File: src/ffdc_pkg.sv
`timescale 1ns / 1ps
`default_nettype none
package ffdc_pkg;

    localparam int SAMPLE_BITS = 16;
    localparam int CFG_ADDR_W  = 3;
    localparam int CFG_DATA_W  = 20;

    localparam int DEF_BUFFER_DEPTH = 65536;
    localparam int DEF_SMOOTH_SHIFT = 10;

    // register indexes
    localparam logic [CFG_ADDR_W-1:0] REG_SAMPLE_RATE = 3'd0;
    localparam logic [CFG_ADDR_W-1:0] REG_DELAY_TIME  = 3'd1;
    localparam logic [CFG_ADDR_W-1:0] REG_FEEDBACK    = 3'd2;
    localparam logic [CFG_ADDR_W-1:0] REG_WET_MIX     = 3'd3;
    localparam logic [CFG_ADDR_W-1:0] REG_EFFECT_MODE = 3'd4;

    localparam logic MODE_DELAY  = 1'b0;
    localparam logic MODE_CHORUS = 1'b1;

    // serial divider sizes
    localparam int DIV_W = 54;
    localparam int DVS_W = 25;

    // target delay is floor((K + 500000) / 10^6), done as a reciprocal multiply
    localparam logic [53:0]      RCP_HALF   = 54'd500000;
    localparam logic [48:0]      RCP_MAGIC  = 49'd295147905179353; // ceil(2^62 / 15625)
    localparam logic [19:0]      GAIN_MAGIC = 20'd838861; // ceil(2^22 / 5)
    localparam logic [25:0]      CLIP_K     = 26'd1769472; // 27 in Q16

    typedef struct packed {
        logic clear_step;
        logic load;
        logic tgt_mul;
        logic div_tgt;
        logic smooth;
        logic addr;
        logic rd0;
        logic rd1;
        logic take_y1;
        logic interp;
        logic dly;
        logic div_clip;
        logic clip_mul;
        logic finish;
    } ffdc_cmd_t;

    typedef struct packed {
        logic wi_last;
        logic div_busy;
        logic out_full;
    } ffdc_sts_t;

    function automatic logic signed [SAMPLE_BITS-1:0] sat_sample(input logic signed [23:0] v);
        if (v > 24'sd32767) begin
            return 16'sh7fff;
        end else if (v < -24'sd32768) begin
            return 16'sh8000;
        end
        return v[15:0];
    endfunction

endpackage
`default_nettype wire

File: src/ffdc_ctrl.sv
`timescale 1ns / 1ps
`default_nettype none
module ffdc_ctrl (
    input  wire logic                aclk,
    input  wire logic                aresetn,
    input  wire logic                s_tvalid,
    output logic                     s_tready,
    input  wire ffdc_pkg::ffdc_sts_t sts,
    output ffdc_pkg::ffdc_cmd_t      cmd
);
    import ffdc_pkg::*;

    localparam logic [3:0] ST_CLEAR  = 4'd0;
    localparam logic [3:0] ST_IDLE   = 4'd1;
    localparam logic [3:0] ST_TGT    = 4'd2;
    localparam logic [3:0] ST_DIVT   = 4'd3;
    localparam logic [3:0] ST_DIVTW  = 4'd4;
    localparam logic [3:0] ST_SMOOTH = 4'd5;
    localparam logic [3:0] ST_ADDR   = 4'd6;
    localparam logic [3:0] ST_RD0    = 4'd7;
    localparam logic [3:0] ST_RD1    = 4'd8;
    localparam logic [3:0] ST_Y1     = 4'd9;
    localparam logic [3:0] ST_INTERP = 4'd10;
    localparam logic [3:0] ST_DLY    = 4'd11;
    localparam logic [3:0] ST_DIVC   = 4'd12;
    localparam logic [3:0] ST_DIVCW  = 4'd13;
    localparam logic [3:0] ST_CMUL   = 4'd14;
    localparam logic [3:0] ST_FIN    = 4'd15;

    logic [3:0] state_reg, state_next;

    always_comb begin
        state_next = state_reg;
        cmd        = '0;
        s_tready   = 1'b0;
        unique case (state_reg)
            ST_CLEAR: begin
                cmd.clear_step = 1'b1;
                if (sts.wi_last) begin
                    state_next = ST_IDLE;
                end
            end
            ST_IDLE: begin
                s_tready = 1'b1;
                if (s_tvalid) begin
                    cmd.load   = 1'b1;
                    state_next = ST_TGT;
                end
            end
            ST_TGT: begin
                cmd.tgt_mul = 1'b1;
                state_next  = ST_DIVT;
            end
            ST_DIVT: begin
                cmd.div_tgt = 1'b1;
                state_next  = ST_DIVTW;
            end
            ST_DIVTW: begin
                if (!sts.div_busy) begin
                    state_next = ST_SMOOTH;
                end
            end
            ST_SMOOTH: begin
                cmd.smooth = 1'b1;
                state_next = ST_ADDR;
            end
            ST_ADDR: begin
                cmd.addr   = 1'b1;
                state_next = ST_RD0;
            end
            ST_RD0: begin
                cmd.rd0    = 1'b1;
                state_next = ST_RD1;
            end
            ST_RD1: begin
                cmd.rd1    = 1'b1;
                state_next = ST_Y1;
            end
            ST_Y1: begin
                cmd.take_y1 = 1'b1;
                state_next  = ST_INTERP;
            end
            ST_INTERP: begin
                cmd.interp = 1'b1;
                state_next = ST_DLY;
            end
            ST_DLY: begin
                cmd.dly    = 1'b1;
                state_next = ST_DIVC;
            end
            ST_DIVC: begin
                cmd.div_clip = 1'b1;
                state_next   = ST_DIVCW;
            end
            ST_DIVCW: begin
                if (!sts.div_busy) begin
                    state_next = ST_CMUL;
                end
            end
            ST_CMUL: begin
                cmd.clip_mul = 1'b1;
                state_next   = ST_FIN;
            end
            ST_FIN: begin
                // hold until the output register is free
                if (!sts.out_full) begin
                    cmd.finish = 1'b1;
                    state_next = ST_IDLE;
                end
            end
            default: begin
                state_next = ST_IDLE;
            end
        endcase
    end

    always_ff @(posedge aclk) begin
        if (!aresetn) begin
            state_reg <= ST_CLEAR;
        end else begin
            state_reg <= state_next;
        end
    end

endmodule
`default_nettype wire

File: config.mk
export PLATFORM = sky130hd
export DESIGN_NAME = ffdc_ctrl
export DESIGN_NICKNAME = d
export VERILOG_FILES = /design/src/ffdc_pkg.sv /design/src/ffdc_ctrl.sv
export SDC_FILE = /design/constraint.sdc
export NUM_CORES = 1
export LEC_CHECK = 0
export BUFFER_PORTS_ARGS = -buffer_cell sky130_fd_sc_hd__buf_2
export CAP_MARGIN = 30
export CORE_AREA = 3 3 40 42
export DETAILED_ROUTE_END_ITERATION = 12
export DIE_AREA = 0 0 43 45
export PLACE_DENSITY_LB_ADDON = 0.08
export SETUP_SLACK_MARGIN = 0.4
export SLEW_MARGIN = 0
export SYNTH_ARGS = -nofsm -noshare
export SYNTH_HDL_FRONTEND = slang
export SYNTH_SLANG_ARGS = --single-unit
File: constraint.sdc
create_clock -name aclk -period 1.5 [get_ports aclk]
set_clock_uncertainty 0.15 [all_clocks]
set_input_delay 0.225 -clock aclk [delete_from_list [all_inputs] [get_ports aclk]]
set_output_delay 0.225 -clock aclk [all_outputs]
set_load 0.03 [all_outputs]
==> results of run 1 <==
cell usage in the layout (no fill, tap or decap), types with 2 or more instances in the layout:
| master | Yosys | final |
|---|---|---|
| nand2b_4 | 0 | 2 |
| buf_2 | 3 | 6 |
| dfxtp_4 | 0 | 4 |
| buf_6 | 2 | 20 |
| nor2_4 | 0 | 4 |
| nand2_4 | 0 | 4 |
| buf_12 | 0 | 2 |
| clkbuf_4 | 0 | 3 |
| nor3_4 | 0 | 6 |
| buf_8 | 0 | 2 |
| buf_4 | 1 | 14 |
| nor3_2 | 0 | 4 |
where the power goes:
part	internal (mW)	switching, mW
Clock	0.0899	0.0491
Sequential	0.118	0.0319
Combinational	0.222	0.220
cells by family after synthesis:
logic type | after synthesis | synth area share
AOI/OAI and AO/OA | 8 | 0.193
xor gates and xnor gates | 1 | 0.0241
buffers and inverters | 8 | 0.145
DFF | 4 | 0.221
muxes | 1 | 0.0276
and+or+nand+nor | 28 | 0.390
path summary, 6_finish.rpt:
| path | start | to |
|---|---|---|
| max | state_reg[0]$_SDFFE_PN0P_ | cmd[13] |
| min | aresetn | state_reg[1]$_SDFFE_PN0P_ |
| max reg2reg | state_reg[0]$_SDFFE_PN0P_ | state_reg[0]$_SDFFE_PN0P_ |
| min reg2reg | state_reg[0]$_SDFFE_PN0P_ | state_reg[0]$_SDFFE_PN0P_ |
layer usage:
layer	track usage	share of wire
met1	0.212	0.39
met3	0.0239	0.056
met4	0.0542	0.024
met2	0.317	0.53
met5	0	0
cell type report:
type,instances,area share
repair buffers,44,0.416
multi-input cells,38,0.444
inverters,2,0.00726
well taps,15,0.0182
flip-flops and latches,4,0.0920
clock buffers,3,0.0218
worst register-to-register path: cells and delay by family, from the launching register on:
kind | cells | cell delay, ns
flip-flops | 1 | 0.41
AO/OA/AOI/OAI | 2 | 0.19
buffers and inverters | 2 | 0.31
multiplexers | 1 | 0.23
repair_timing:
| item | in CTS | in global routing |
|---|---|---|
| hold buffers | 0 | 0 |
| setup endpoints to repair | 19 | 19 |
| hold endpoints to repair | 0 | 0 |
| setup buffers | 9 | 5 |
| pin swaps | 11 | 6 |
| gates resized for setup | 42 | 13 |
stage by stage:
step | TNS, ns | hold WS, ns | cells | utilization | total power, mW
after floorplan | 0 | 0.223 | 50 | - | 0.396
after global placement | 0 | 0.354 | 89 | 0.548 | 0.449
after detailed placement | 0 | 0.348 | 89 | 0.548 | 0.450
after CTS | -0.248 | 0.0949 | 101 | 0.722 | 0.666
after global routing | -0.709 | 0.139 | 106 | 0.804 | 0.765
final | -0.205 | 0.124 | 106 | 0.804 | 0.731
==> impl_metrics.py, run 1 <==
metrics = {
    "outcome": {
        "status": "complete, but fails checks",
        "violations": "negative setup slack",
    },
    "yosys": {
        "netlist.area_leader.share": 0.221,
        "synth_commonest_cells": "nor3_1 (11), nand2_1 (5), dfxtp_1 (4), nor2_1 (4), buf_2 (3)",
        "synth_area_um2": 363,
        "avgSynthCellArea_um2": 7.26,
        "yosysWarnings": 0,
        "ys_ff_latch": 4,
        "syn_inst": 50,
        "yosys.cell_types.count": 22,
        "ys_seq_area_frac": 0.221,
        "synth_edf_count": 0,
        "synthFlopType": "dfxtp_1",
        "async_flop_share": 0,
        "synth.most_common_cell": "nor3_1",
        "ys_top_cells_by_area": "dfxtp_1 (22%), nor3_1 (15%), buf_6 (6.2%)",
        "synth_largest_area_cell": "dfxtp_1",
        "syn_nets": 56,
    },
    "final_layout": {
        "drive_gt1_frac": 0.923,
        "final_cell_area_mm2": 0.00103,
        "fin_nets": 99,
        "fill_cells": 71,
        "multi_input_area_um2": 459,
        "seq_area_um2": 95.1,
        "diodes": 0,
        "area_growth_pct": 185,
        "largest_register_ffs": 4,
    },
    "die": {
        "fp.dieW_um": 43,
        "start_util": 0.282,
        "die-area_mm2": 0.00194,
        "ios": 21,
        "die_y_um": 45,
        "core_area_mm2": 0.00128,
        "core.rowCount": 13,
    },
    "critical_path": {
        "crit_buf_inv": 2,
        "start_kind": "register",
        "slowest_stage": "dfxtp_4",
        "crit_arrival_ns": 1.19,
        "cp_cell_sequence": "buf_12 > nor4_4 > buf_6",
        "crit_family": "flip-flops",
        "rr_worst_depth": 5,
        "critical_path_class": "reg -> out",
        "r2r_slack_ns": 0.09,
        "critPathCaptureType": "output port",
        "max_stage_delay_ns": 0.38,
        "cp_max_fo": 8,
        "cp_data_required_time_ns": 1.12,
        "path_depth": 3,
    },
    "pwr": {
        "ir_worst_vdd_v": 0.000383,
        "powerDensity_mw_per_mm2": 707,
        "p_leak_nw": 0.450,
    },
    "clocking": {
        "cts_inserted_buffers": 3,
        "cts-root-buf": "clkbuf_4",
        "cts.sinks": 4,
        "clock_tree.htree_level_count": 1,
        "clock_latency_ns": 0.24,
        "path_clk_slew_ns": 0.04,
        "cts_tree": "built",
        "clock_path_buffers": 2,
    },
    "timing": {
        "setup_violations": 9,
        "fin_crit_sh": 1.04,
        "worstMarginPinSlew_ns": 0.211,
        "rsz0062_at_grt": "true",
        "fmax_mhz": 639,
        "post-route-min-period_ns": 1.57,
        "finalHoldViolCount": 0,
        "relSlewSlack": 0.858,
        "final_max_slew_viol_count": 0,
        "finalWorstSetupSlack_ns": -0.0656,
    },
    "min_path": {
        "worstHoldPathType": "in -> reg",
        "hold_depth": 3,
    },
    "placement": {
        "gp_congestion": 0.786,
        "pre_cts_ws_ns": 0.0492,
        "placed_cell_area_um2": 704,
        "place.port_buffers": 20,
        "dp_hpwl_um": 865,
    },
    "global_route": {
        "grt_usage": 0.174,
        "grt_pass1_vias": 574,
        "grt_max_degree": 9,
        "grt_pass1_wl_um": 2540,
        "antenna_found_initial": 0,
        "grt-ovfl-total": 0,
    },
    "drt": {
        "wl_um": 1750,
        "drt_iter0_drc": 11,
        "viasPerCell": 5.45,
        "via_count": 578,
        "postRouteAntennaNets": 0,
        "drc_errors": 0,
        "drt_pass1_iterations": 4,
        "wl_per_cell_um": 16.5,
    },
    "flow_run": {
        "maxCapViolations": 0,
    },
}
Power figures use the tool's default switching activity.
==> run 2: changes to the inputs <==
--- a/config.mk
+++ b/config.mk
@@ -5,6 +5,7 @@
 export SDC_FILE = /design/constraint.sdc
 export NUM_CORES = 1
 export LEC_CHECK = 0
+export ABC_AREA = 1
 export BUFFER_PORTS_ARGS = -buffer_cell sky130_fd_sc_hd__buf_2
 export CAP_MARGIN = 30
 export CORE_AREA = 3 3 40 42
==> run 2 against run 1 <==
Sequential share of layout area rose by 0.84 points. Critical path depth up 2. Global-route usage shrank 1.5 points. Count of clock-buffer cells in the layout unchanged. Largest power group unchanged. Combinational power rose to 2.8 times the previous value. Via count shrank 7.1%. The run still ends with negative setup slack left. Routed wire length decreased by 24%. Total power up 130%. Clock power shrank 3%. Final area shrank 8.4%. Utilization shrank 6.7 points. Sequential power is 92% higher.
==> impl_metrics.py, run 2 <==
metrics = {
    "clocking": {
        "cts_inserted_buffers": 3,
        "cts_tree": "built",
        "path_clk_slew_ns": 0.04,
        "clock_latency_ns": 0.24,
        "clock_path_buffers": 2,
        "cts.sinks": 4,
        "hold_buffers": 0,
        "clock_tree.htree_level_count": 1,
        "cts-root-buf": "clkbuf_4",
    },
    "yosys": {
        "yosysWarnings": 0,
        "ys_seq_area_frac": 0.221,
        "synth_area_um2": 362,
        "synth_commonest_cells": "nor2_1 (21), inv_1 (14), nand2_1 (14), nand3_1 (5), dfxtp_1 (4)",
        "synth.most_common_cell": "nor2_1",
        "avgSynthCellArea_um2": 5.17,
        "ys_ff_latch": 4,
        "yosys.cell_types.count": 15,
        "ys_top_cells_by_area": "dfxtp_1 (22%), nor2_1 (22%), inv_1 (15%)",
        "async_flop_share": 0,
        "syn_nets": 76,
        "synth_largest_area_cell": "dfxtp_1",
        "syn_inst": 70,
        "netlist.area_leader.share": 0.221,
        "synth_edf_count": 0,
        "synthFlopType": "dfxtp_1",
    },
    "die": {
        "start_util": 0.281,
        "core.rowCount": 13,
        "die_y_um": 45,
        "core_area_mm2": 0.00128,
        "ios": 21,
        "die-area_mm2": 0.00194,
        "fp.dieW_um": 43,
    },
    "pwr": {
        "p_leak_nw": 0.432,
        "switching_power_mw": 0.895,
        "p_seq_frac": 0.173,
        "swShare": 0.538,
        "pwr-share-comb": 0.745,
        "power.internal_mw": 0.768,
        "clkPwrFrac": 0.081,
        "ir_worst_vdd_v": 0.00140,
        "powerDensity_mw_per_mm2": 1760,
    },
    "timing": {
        "finalHoldViolCount": 0,
        "relSlewSlack": 0.863,
        "fin_setup_tns_ns": -0.0466,
        "fmax_mhz": 655,
        "fin_crit_sh": 1.02,
        "finalWorstSetupSlack_ns": -0.0267,
        "worstMarginPinSlew_ns": 0.204,
        "setup_violations": 4,
        "hold-worst-slack_ns": 0.0899,
        "post-route-min-period_ns": 1.53,
        "final_max_slew_viol_count": 0,
        "rsz0062_at_grt": "true",
    },
    "global_route": {
        "grt_pass1_wl_um": 2260,
        "grt_usage": 0.159,
        "grt_pass1_vias": 519,
        "grt-ovfl-total": 0,
        "grt_max_degree": 7,
        "antenna_found_initial": 0,
    },
    "final_layout": {
        "fill_cells": 89,
        "post-route-util": 0.737,
        "area_growth_pct": 162,
        "final_common_cell": "buf_6",
        "final_cells": 115,
        "fin_nets": 108,
        "drive_gt1_frac": 0.760,
        "largest_register_ffs": 4,
        "diodes": 0,
        "final_cell_mix": "buf_6 (17), nor2_4 (16), inv_1 (7)",
    },
    "drt": {
        "wl_per_cell_um": 11.5,
        "wl_um": 1320,
        "routed-wl-met2_um": 732,
        "postRouteAntennaNets": 0,
        "drt_pass1_iterations": 2,
        "met3_wirelength_um": 71,
        "wl_met1_um": 481,
        "dr.max_layer_used": "met4",
        "drc_errors": 0,
        "drt_iter0_drc": 7,
        "viasPerCell": 4.67,
        "via_count": 537,
    },
    "flow_run": {
        "maxCapViolations": 0,
    },
    "critical_path": {
        "cp_data_required_time_ns": 1.12,
        "slowest_stage": "dfxtp_4",
        "rr_worst_depth": 9,
        "crit_family": "flip-flops",
        "r2r_slack_ns": 0.08,
        "startpoint": "state_reg[0]$_SDFFE_PN0P_",
        "crit_buf_inv": 3,
        "critPathCaptureType": "output port",
        "max_stage_delay_ns": 0.42,
        "worstReg2RegStart": "state_reg[2]$_SDFFE_PN0P_",
        "start_kind": "register",
        "cp_cell_sequence": "inv_4 > nor2_4 > inv_4 > nor3_4 > buf_6",
        "critical_path_class": "reg -> out",
        "cp_max_fo": 6,
        "crit_top_cell": "inv_4",
        "crit_arrival_ns": 1.15,
        "reg2reg_to": "state_reg[0]$_SDFFE_PN0P_",
    },
    "outcome": {
        "status": "complete, but fails checks",
        "violations": "negative setup slack",
    },
    "placement": {
        "gp_congestion": 0.820,
        "dp_hpwl_um": 943,
        "place.port_buffers": 20,
        "pre_cts_ws_ns": 0.112,
        "dp_cells": 105,
    },
    "min_path": {
        "whs_endpoint": "state_reg[3]$_SDFFE_PN0P_",
        "worstHoldPathType": "in -> reg",
        "hold_start": "aresetn",
        "hold_depth": 3,
    },
}
==> run 2: layout make-up <==
type                    count  area (µm²)  area share
multi-input cells          51         460       0.486
repair buffers             27         279       0.295
flip-flops and latches      4        95.1       0.100
inverters                  15        71.3      0.0753
well taps                  15        18.8      0.0198
clock buffers               3        22.5      0.0238
==> run 2: power groups by stage <==
stage | Sequential, mW | Clock, mW | Combinational, mW
detailed placement | 0.264 | 0 | 0.837
floorplan | 0.251 | 0 | 0.689
finish | 0.288 | 0.135 | 1.24
global route | 0.297 | 0.149 | 1.33
global placement | 0.264 | 0 | 0.836
CTS | 0.285 | 0.140 | 1.21
==> run 2: worst min-delay path: cells and delay by family <==
family | cells | cell delay, ns
buffers and inverters | 1 | 0.12
and+or+nand+nor | 2 | 0.09
==> run 2: cell families after synthesis <==
| logic type | after synthesis | synth area share |
|---|---|---|
| AND/OR/NAND/NOR | 46 | 0.540 |
| buffers and inverters | 15 | 0.156 |
| AO/OA/AOI/OAI | 5 | 0.0830 |
| flip-flops | 4 | 0.221 |
==> run 2: worst max-delay path by stage <==
stage	endpoint	slack (ns)	cells after the start
after floorplan	cmd[12]	0.23	3
after global placement	state_reg[0]$_SDFFE_PN0P_	0.12	8
after detailed placement	state_reg[0]$_SDFFE_PN0P_	0.11	8
after CTS	cmd[12]	-0.04	4
after global routing	cmd[12]	-0.10	4
final	cmd[12]	-0.03	5
==> run 2: repair_timing <==
| item | CTS | global route |
|---|---|---|
| resized for setup | 55 | 3 |
| pin swaps | 8 | 3 |
| endpoints found under the setup margin | 19 | 19 |
| cloned | 0 | 0 |
| buffers inserted | 5 | 2 |
==> run 2: layer usage <==
layer / global-route usage / vias up
met2: 0.296 / 20
li1: - / 276
met5: 0 / -
met3: 0.0478 / 4
met4: 0.0542 / 0
met1: 0.171 / 237
==> run 2: metrics by stage <==
step / cell area (µm²) / power (mW)
after detailed placement: 646 / 1.10
after global placement: 646 / 1.10
after global routing: 947 / 1.78
after floorplan: 527 / 0.940
final: 947 / 1.66
after CTS: 911 / 1.63
